## src/sv/phcp_pkg.sv

```systemverilog
package phcp_pkg;

   // layer codes as they appear on the result channel
   localparam logic [3:0] LAYER_ETH  = 4'd0;
   localparam logic [3:0] LAYER_ARP  = 4'd1;
   localparam logic [3:0] LAYER_ARPB = 4'd2;
   localparam logic [3:0] LAYER_IP4  = 4'd3;
   localparam logic [3:0] LAYER_IP6  = 4'd4;
   localparam logic [3:0] LAYER_ICMP = 4'd5;
   localparam logic [3:0] LAYER_TCP  = 4'd6;
   localparam logic [3:0] LAYER_UDP  = 4'd7;
   localparam logic [3:0] LAYER_PAY  = 4'd8;

   localparam logic [15:0] ETYPE_IPV6       = 16'h86DD;
   localparam logic [15:0] ETYPE_ARP        = 16'h0806;
   localparam logic [15:0] ETYPE_IPV4       = 16'h0800;
   localparam logic [15:0] ARP_HTYPE_ETH    = 16'h0001;
   localparam logic [7:0]  MAC_ADDR_BYTES   = 8'd6;
   localparam logic [7:0]  IPV4_ADDR_BYTES  = 8'd4;
   localparam logic [15:0] PROTO_ICMP       = 16'd1;
   localparam logic [15:0] PROTO_TCP        = 16'd6;
   localparam logic [15:0] PROTO_UDP        = 16'd17;
   localparam logic [15:0] PROTO_IPV6_ENCAP = 16'd41;

   localparam logic [5:0] ETH_HDR_BYTES  = 6'd14;
   localparam logic [5:0] ARP_HDR_BYTES  = 6'd8;
   localparam logic [5:0] IP4_HDR_BYTES  = 6'd20;
   localparam logic [5:0] IP6_HDR_BYTES  = 6'd40;
   localparam logic [5:0] TCP_MIN_BYTES  = 6'd20;
   localparam logic [5:0] UDP_HDR_BYTES  = 6'd8;
   localparam logic [5:0] TCP_MIN_DOFF   = 6'd5;
   localparam logic [5:0] OFFSET_MAX     = 6'd63;

   typedef struct packed {
      logic [15:0] frame_len;
      logic        first_byte;
      logic [7:0]  data_byte;
   } item_type;

   typedef struct packed {
      logic [7:0] byte_out;
      logic       bad_tcp_offset;
      logic       layer_end;
      logic [5:0] offset_in_layer;
      logic [3:0] layer;
   } result_type;

   function automatic logic [3:0] proto_next(input logic [15:0] sel);
      logic [3:0] nxt;
      case (sel)
         PROTO_ICMP:       nxt = LAYER_ICMP;
         PROTO_TCP:        nxt = LAYER_TCP;
         PROTO_UDP:        nxt = LAYER_UDP;
         PROTO_IPV6_ENCAP: nxt = LAYER_IP6;
         default:          nxt = LAYER_PAY;
      endcase
      return nxt;
   endfunction

endpackage

```

## src/sv/phcp_tracker.sv

```systemverilog
module phcp_tracker
   import phcp_pkg::*;
#(
   parameter int ICMP_HEADER_BYTES = 28,
   parameter int ARP_BODY_BYTES    = 20
) (
   input  logic       clock,
   input  logic       reset,
   input  logic       step,
   input  item_type   item,
   output result_type result
);

   localparam logic [5:0] ICMP_LEN = 6'(ICMP_HEADER_BYTES);
   localparam logic [5:0] ARPB_LEN = 6'(ARP_BODY_BYTES);

   logic [3:0]  cur_layer_ff,  cur_layer_in;
   logic [5:0]  layer_off_ff,  layer_off_in;
   logic [5:0]  hdr_len_ff,    hdr_len_in;
   logic [15:0] bytes_left_ff, bytes_left_in;
   logic [7:0]  held_ff,       held_in;
   logic [15:0] sel_ff,        sel_in;
   logic        arp_ok_ff,     arp_ok_in;
   logic        tcp_bad_ff,    tcp_bad_in;

   logic [3:0] lay;
   logic [5:0] off;
   logic [3:0] nxt;
   logic [5:0] size;
   logic [3:0] doff;
   logic       end_w;
   logic       bad_w;
   logic [7:0] b;

   assign b = item.data_byte;

   always_comb begin
      cur_layer_in  = cur_layer_ff;
      layer_off_in  = layer_off_ff;
      hdr_len_in    = hdr_len_ff;
      bytes_left_in = bytes_left_ff;
      held_in       = held_ff;
      sel_in        = sel_ff;
      arp_ok_in     = arp_ok_ff;
      tcp_bad_in    = tcp_bad_ff;
      nxt           = LAYER_PAY;
      bad_w         = 1'b0;
      doff          = b[7:4];

      // a first byte drops whatever frame was in progress
      if (item.first_byte) begin
         cur_layer_in  = LAYER_ETH;
         layer_off_in  = 6'd0;
         bytes_left_in = item.frame_len;
         held_in       = 8'd0;
         sel_in        = 16'd0;
         arp_ok_in     = 1'b0;
         tcp_bad_in    = 1'b0;
      end

      case (cur_layer_in)
         LAYER_ETH:  size = ETH_HDR_BYTES;
         LAYER_ARP:  size = ARP_HDR_BYTES;
         LAYER_ARPB: size = ARPB_LEN;
         LAYER_IP4:  size = IP4_HDR_BYTES;
         LAYER_IP6:  size = IP6_HDR_BYTES;
         LAYER_ICMP: size = ICMP_LEN;
         LAYER_TCP:  size = TCP_MIN_BYTES;
         LAYER_UDP:  size = UDP_HDR_BYTES;
         default:    size = 6'd0;
      endcase

      if (bytes_left_in == 16'd0) begin
         if (cur_layer_in != LAYER_PAY) begin
            cur_layer_in = LAYER_PAY;
            layer_off_in = 6'd0;
         end
      end else if (cur_layer_in != LAYER_PAY && layer_off_in == 6'd0) begin
         // header that does not fit falls through to payload
         if (bytes_left_in < {10'd0, size}) begin
            cur_layer_in = LAYER_PAY;
         end else begin
            hdr_len_in = size;
            tcp_bad_in = 1'b0;
         end
      end

      lay = cur_layer_in;
      off = layer_off_in;

      case (lay)
         LAYER_ETH: begin
            if (off == 6'd12) held_in = b;
            else if (off == 6'd13) sel_in = {held_in, b};
            if (sel_in == ETYPE_IPV6) nxt = LAYER_IP6;
            else if (sel_in == ETYPE_ARP) nxt = LAYER_ARP;
            else if (sel_in == ETYPE_IPV4) nxt = LAYER_IP4;
         end
         LAYER_ARP: begin
            if (off == 6'd0 || off == 6'd2) held_in = b;
            else if (off == 6'd1) arp_ok_in = ({held_in, b} == ARP_HTYPE_ETH);
            else if (off == 6'd3) arp_ok_in = arp_ok_in && ({held_in, b} == ETYPE_IPV4);
            else if (off == 6'd4) arp_ok_in = arp_ok_in && (b == MAC_ADDR_BYTES);
            else if (off == 6'd5) arp_ok_in = arp_ok_in && (b == IPV4_ADDR_BYTES);
            nxt = arp_ok_in ? LAYER_ARPB : LAYER_PAY;
         end
         LAYER_IP4: begin
            if (off == 6'd9) sel_in = {8'd0, b};
            nxt = proto_next(sel_in);
         end
         LAYER_IP6: begin
            if (off == 6'd6) sel_in = {8'd0, b};
            nxt = proto_next(sel_in);
         end
         LAYER_TCP: begin
            if (off == 6'd12) begin
               if ({2'd0, doff} < TCP_MIN_DOFF) begin
                  hdr_len_in = TCP_MIN_BYTES;
                  tcp_bad_in = 1'b1;
               end else begin
                  hdr_len_in = {doff, 2'b00};
               end
            end
            bad_w = tcp_bad_in;
         end
         default: begin
         end
      endcase

      end_w = (lay != LAYER_PAY) && (({1'b0, off} + 7'd1) == {1'b0, hdr_len_in});

      if (end_w) begin
         cur_layer_in = nxt;
         layer_off_in = 6'd0;
      end else begin
         layer_off_in = (off < OFFSET_MAX) ? off + 6'd1 : OFFSET_MAX;
      end

      if (bytes_left_in != 16'd0) bytes_left_in = bytes_left_in - 16'd1;
   end

   assign result.layer           = lay;
   assign result.offset_in_layer = off;
   assign result.layer_end       = end_w;
   assign result.bad_tcp_offset  = bad_w;
   assign result.byte_out        = b;

   always_ff @(posedge clock) begin
      if (reset) begin
         cur_layer_ff  <= LAYER_PAY;
         layer_off_ff  <= 6'd0;
         hdr_len_ff    <= 6'd0;
         bytes_left_ff <= 16'd0;
         held_ff       <= 8'd0;
         sel_ff        <= 16'd0;
         arp_ok_ff     <= 1'b0;
         tcp_bad_ff    <= 1'b0;
      end else if (step) begin
         cur_layer_ff  <= cur_layer_in;
         layer_off_ff  <= layer_off_in;
         hdr_len_ff    <= hdr_len_in;
         bytes_left_ff <= bytes_left_in;
         held_ff       <= held_in;
         sel_ff        <= sel_in;
         arp_ok_ff     <= arp_ok_in;
         tcp_bad_ff    <= tcp_bad_in;
      end
   end

endmodule

```

## src/sv/packet_header_chain_parser_core.sv

```systemverilog
// Path: input register, then result register; a held byte moves to the result register
//   when that register is empty or being read.
// Throughput: one byte per cycle unless rsp_tready stalls; next state is combinational.
// Reset: synchronous, active high; empties both registers and returns the tracker to the
//   payload layer, waiting for a first byte.
module packet_header_chain_parser_core
   import phcp_pkg::*;
#(
   parameter int ICMP_HEADER_BYTES = 28,
   parameter int ARP_BODY_BYTES    = 20
) (
   input  logic        clock,
   input  logic        reset,
   input  logic        req_tvalid,
   output logic        req_tready,
   input  logic [23:0] req_tdata,  // data_byte[7:0], frame_len[23:8]
   input  logic        req_tuser,  // first_byte
   output logic        rsp_tvalid,
   input  logic        rsp_tready,
   output logic [23:0] rsp_tdata,  // layer[3:0], offset_in_layer[9:4], byte_out[17:10], zero
   output logic        rsp_tlast,  // layer_end
   output logic        rsp_tuser   // bad_tcp_offset
);

   item_type   item_ff, item_in;
   logic       in_valid_ff, in_valid_in;
   result_type out_ff;
   logic       out_valid_ff, out_valid_in;
   result_type result;
   logic       step;
   logic       req_take;

   assign step     = in_valid_ff && (!out_valid_ff || rsp_tready);
   assign req_tready = !in_valid_ff || step;
   assign req_take = req_tvalid && req_tready;

   assign item_in.data_byte  = req_tdata[7:0];
   assign item_in.frame_len  = req_tdata[23:8];
   assign item_in.first_byte = req_tuser;

   always_comb begin
      in_valid_in = in_valid_ff;
      if (req_take) in_valid_in = 1'b1;
      else if (step) in_valid_in = 1'b0;
      out_valid_in = out_valid_ff;
      if (step) out_valid_in = 1'b1;
      else if (rsp_tready) out_valid_in = 1'b0;
   end

   phcp_tracker #(
      .ICMP_HEADER_BYTES (ICMP_HEADER_BYTES),
      .ARP_BODY_BYTES    (ARP_BODY_BYTES)
   ) u_tracker (
      .clock  (clock),
      .reset  (reset),
      .step   (step),
      .item   (item_ff),
      .result (result)
   );

   always_ff @(posedge clock) begin
      if (reset) begin
         in_valid_ff  <= 1'b0;
         out_valid_ff <= 1'b0;
      end else begin
         in_valid_ff  <= in_valid_in;
         out_valid_ff <= out_valid_in;
      end
   end

   // payload registers: load on transaction, hold otherwise
   always_ff @(posedge clock) begin
      if (req_take) item_ff <= item_in;
      if (step) out_ff <= result;
   end

   assign rsp_tvalid = out_valid_ff;
   assign rsp_tdata  = {6'd0, out_ff.byte_out, out_ff.offset_in_layer, out_ff.layer};
   assign rsp_tlast  = out_ff.layer_end;
   assign rsp_tuser  = out_ff.bad_tcp_offset;

`ifndef SYNTHESIS
   a_pay_no_end: assert property (@(posedge clock) disable iff (reset)
      rsp_tvalid && out_ff.layer == LAYER_PAY |-> !rsp_tlast)
      else $error("layer end flagged on payload byte");

   a_bad_only_tcp: assert property (@(posedge clock) disable iff (reset)
      rsp_tvalid && rsp_tuser |-> out_ff.layer == LAYER_TCP)
      else $error("bad tcp offset flagged outside tcp");

   a_first_starts: assert property (@(posedge clock) disable iff (reset)
      step && item_ff.first_byte |=> out_ff.offset_in_layer == 6'd0 &&
         (out_ff.layer == LAYER_ETH || out_ff.layer == LAYER_PAY))
      else $error("first byte did not restart the frame");

   a_hdr_off_range: assert property (@(posedge clock) disable iff (reset)
      rsp_tvalid && out_ff.layer != LAYER_PAY |-> out_ff.offset_in_layer != OFFSET_MAX)
      else $error("header offset out of range");
`endif

endmodule

```

## config.mk

```make
export PLATFORM = sky130hd
export DESIGN_NAME = packet_header_chain_parser_core
export DESIGN_NICKNAME = d
export VERILOG_FILES = /design/src/sv/phcp_pkg.sv /design/src/sv/phcp_tracker.sv /design/src/sv/packet_header_chain_parser_core.sv
export SDC_FILE = /design/constraint.sdc
export NUM_CORES = 1
export LEC_CHECK = 0
export BUFFER_PORTS_ARGS = -buffer_cell sky130_fd_sc_hd__buf_2
export CAP_MARGIN = 20
export CELL_PAD_IN_SITES_DETAIL_PLACEMENT = 1
export CELL_PAD_IN_SITES_GLOBAL_PLACEMENT = 2
export CORE_AREA = 2 2 129 131
export CTS_CLUSTER_DIAMETER = 60
export DETAILED_ROUTE_END_ITERATION = 12
export DIE_AREA = 0 0 131 133
export HOLD_SLACK_MARGIN = 0.03
export PLACE_DENSITY = 0.93
export SYNTH_ARGS = -nofsm -noshare
export SYNTH_HDL_FRONTEND = slang
export SYNTH_HIERARCHICAL = 1
export SYNTH_SLANG_ARGS = --single-unit
```

## constraint.sdc

```tcl
create_clock -name clock -period 8.6 [get_ports clock]
set_input_delay 1.29 -clock clock [delete_from_list [all_inputs] [get_ports clock]]
set_output_delay 1.29 -clock clock [all_outputs]
set_load 0.02 [all_outputs]
```

==> flow_summary.json <==
{
  "wirelength_um": 18800,
  "overflow": 0,
  "synthFlopType": "dfxtp_1",
  "grt_pass1_wl_um": 29900,
  "worstPathArrival_ps": 5670,
  "syn_to_final_growth_pct": 9.11,
  "rsz0062_at_grt": "false",
  "p_leak_nw": 2.52,
  "reg2reg_slack_ps": 3150,
  "insertion_delay_ps": 370,
  "die_w_um": 131,
  "startpoint_type": "register",
  "status": "finished clean",
  "antenna_left": 0,
  "first_pass_iters": 5,
  "layout.nets": 751,
  "min_path_type": "reg -> reg",
  "seqPwrFrac": 0.485,
  "setup_viol": 0,
  "crit_path_cell_trace": "buf_4 -> or3b_1 -> a222oi_1 -> and4_1 -> nor2_1 -> nand2_1 -> inv_1 -> ha_1 -> nand3_1 -> xor2_1 -> inv_1 -> and3_1 -> a32o_1 -> nor4_1 -> and4bb_4 -> nand3_4 -> inv_2 -> o221ai_1",
  "min-delay-start": "u_tracker/hdr_len_ff[4]",
  "synthCells": 707,
  "fin_crit_sh": 0.634,
  "ys_top_cells_by_area": "edfxtp_1, dfxtp_1, nor2_1",
  "synth_area_per_cell_um2": 8.92,
  "via_per_inst": 5.99,
  "power_frac_clock": 0.370,
  "intPower_mw": 0.811,
  "yosys.area.top_type_share": 0.214,
  "grt.total_usage": 0.217,
  "cts_tree": "yes",
  "grt_antenna_before_repair": 0,
  "cts_buffers": 9,
  "seq_area_frac_synth": 0.405,
  "clockRootBuffer": "clkbuf_16",
  "async_reset_ff_frac": 0,
  "p_sw_mw": 0.345,
  "ys_ff_latch": 105,
  "place.gp.congestion": 0.961,
  "p_per_area_nw_per_um2": 168,
  "crit_path_top_delay_cell": "a222oi_1",
  "initial_core_util": 0.390,
  "numPortBuffers": 50,
  "ys_warn_count": 6,
  "place_ws_ps": 3270,
  "setup_tns_ps": 0,
  "synth_most_common_cell": "nor2_1",
  "hold_depth": 2,
  "critPathKind": "reg -> reg",
  "setup_ws_ps": 3150,
  "ctsHtreeMaxLevel": 3,
  "dieArea_um2": 17400,
  "postCtsSetupRepairBufs": 0,
  "cpPeakStageDelay_ps": 800,
  "numClockSinks": 105,
  "hold_buffers": 0,
  "synth_top_cell_by_area": "edfxtp_1",
  "worstMarginPinSlew_ps": 948,
  "hold_violations": 0,
  "die_y_um": 133,
  "clock_path_buffers": 2,
  "first_iter_violations": 488,
  "critPathCaptureType": "register",
  "path_clk_slew_ps": 80,
  "crit_path_max_fanout": 74,
  "ys_types": 81,
  "reg2reg_to": "u_tracker/cur_layer_ff[2]",
  "grt_max_degree": 75,
  "ios": 57,
  "drive_gt1_frac": 0.138,
  "fmax_ghz": 0.183,
  "netlist_area_um2": 6310,
  "synthTopCellsByCount": "nor2_1, dfxtp_1, nand2_1",
  "vias": 5616,
  "synth_edf_count": 45,
  "grt_pass1_vias": 5712,
  "num_rows": 47,
  "critPathRequiredTime_ps": 8820,
  "wl_per_cell_um": 20.0,
  "antennaDiodeCount": 0,
  "drc": 0,
  "slew_headroom": 0.362,
  "sw_frac_of_total": 0.298,
  "fin_skew_ps": 8.08,
  "r2r_cells": 18,
  "finalMaxSlewViolations": 0,
  "core_um2": 16200,
  "max_cap_viol_count": 0,
  "crit_top_cell": "inv_1",
  "dp_hpwl_um": 13400,
  "ir_worst_vdd_uv": 95.5,
  "postCtsResizedCells": 0,
  "hold_end": "u_tracker/hdr_len_ff[4]",
  "post-route-min-period_ps": 5450,
  "regToRegStartpoint": "item_ff[8]",
  "p_comb_frac": 0.144
}
-- how the worst max path moves through the flow --
stage               slack [ps]                        end  startpoint  depth (start not counted)
floorplan                 3970       u_tracker/sel_ff[10]  item_ff[8]                         17
global placement          3480  u_tracker/cur_layer_ff[2]  item_ff[8]                         18
detailed placement        3270        u_tracker/sel_ff[7]  item_ff[8]                         15
CTS                       3230  u_tracker/cur_layer_ff[2]  item_ff[8]                         18
global route              2700        u_tracker/sel_ff[7]  item_ff[8]                         15
finish                    3150  u_tracker/cur_layer_ff[2]  item_ff[8]                         18
-- logic make-up (layout without fill, tap and decap cells) --
family / count (synthesis) / count (layout) / share of synthesized area
DFF: 105 / 105 / 0.405
xor gates and xnor gates: 26 / 26 / 0.0373
AOI/OAI and AO/OA: 161 / 161 / 0.184
muxes: 28 / 28 / 0.0460
other: 1 / 6 / 0.000595
buffers and inverters: 79 / 85 / 0.0581
adders and majority gates: 9 / 9 / 0.0179
and+or+nand+nor: 298 / 298 / 0.252
-- power by group through the flow --
stage	registers [mW]	clock network, mW	logic (mW)
after floorplan	0.565	0	0.127
after global routing	0.563	0.457	0.183
after CTS	0.561	0.440	0.166
after detailed placement	0.572	0	0.165
after global placement	0.570	0	0.159
final	0.561	0.428	0.167
-- layout by cell type, fill, tap and decap left out, drive strengths merged, types with 9 or more instances in the layout --
cell type and count:
ha 9, edfxtp 45, mux2i 20, buf 53, inv 19, xor2 10
clkbuf 9, and3 12, nor4 14, nand4 9, nand2b 9, a21oi 28
nor2b 13, or3 10, xnor2 16, a22oi 31, o21ai 35, nand2 51
nor2 88, nand3 21, and2 11, dfxtp 60, nor3 20
-- sequential cells by signal (all words and copies together) (netlist names), 4 cells and up --
name                     count
u_tracker/held_ff            8
u_tracker/cur_layer_ff       4
u_tracker/layer_off_ff       6
u_tracker/hdr_len_ff         6
item_ff                     25
u_tracker/sel_ff            16
u_tracker/bytes_left_ff     16
rsp_tdata                   18
-- cell type report --
type,instances,area (um2)
clock inverter,7,88.8
clock buffer,9,225
sequential,105,2550
inverter,16,60.1
tap,220,275
multi-input combinational,528,3410
fill,1890,9290
timing repair buffer,53,273
-- critical path: cells and delay by family (launching register included) --
kind	cells	cell delay (ps)
AO/OA/AOI/OAI	3	1120
XOR/XNOR	1	190
adder cells (fa/ha/maj)	1	290
buffers and inverters	4	980
flip-flops	1	330
AND/OR/NAND/NOR	9	2350
-- through the flow --
step	total power [mW]	std cells	cell area [um2]	util	hold WS [ps]
5_1_grt	1.20	938	6880	0.426	494
3_3_place_gp	0.729	922	6570	0.406	445
3_5_place_dp	0.737	922	6570	0.406	469
6_report	1.16	938	6880	0.426	481
2_1_floorplan	0.692	712	6330	-	431
4_1_cts	1.17	938	6880	0.426	479
-- layer usage --
metal,up-vias,wire (um),track usage
met4,0,349,0.0626
met1,2774,8100,0.280
li1,2614,-,-
met2,199,9310,0.364
met3,29,999,0.0465
met5,-,0,0
Power figures use the tool's default switching activity.
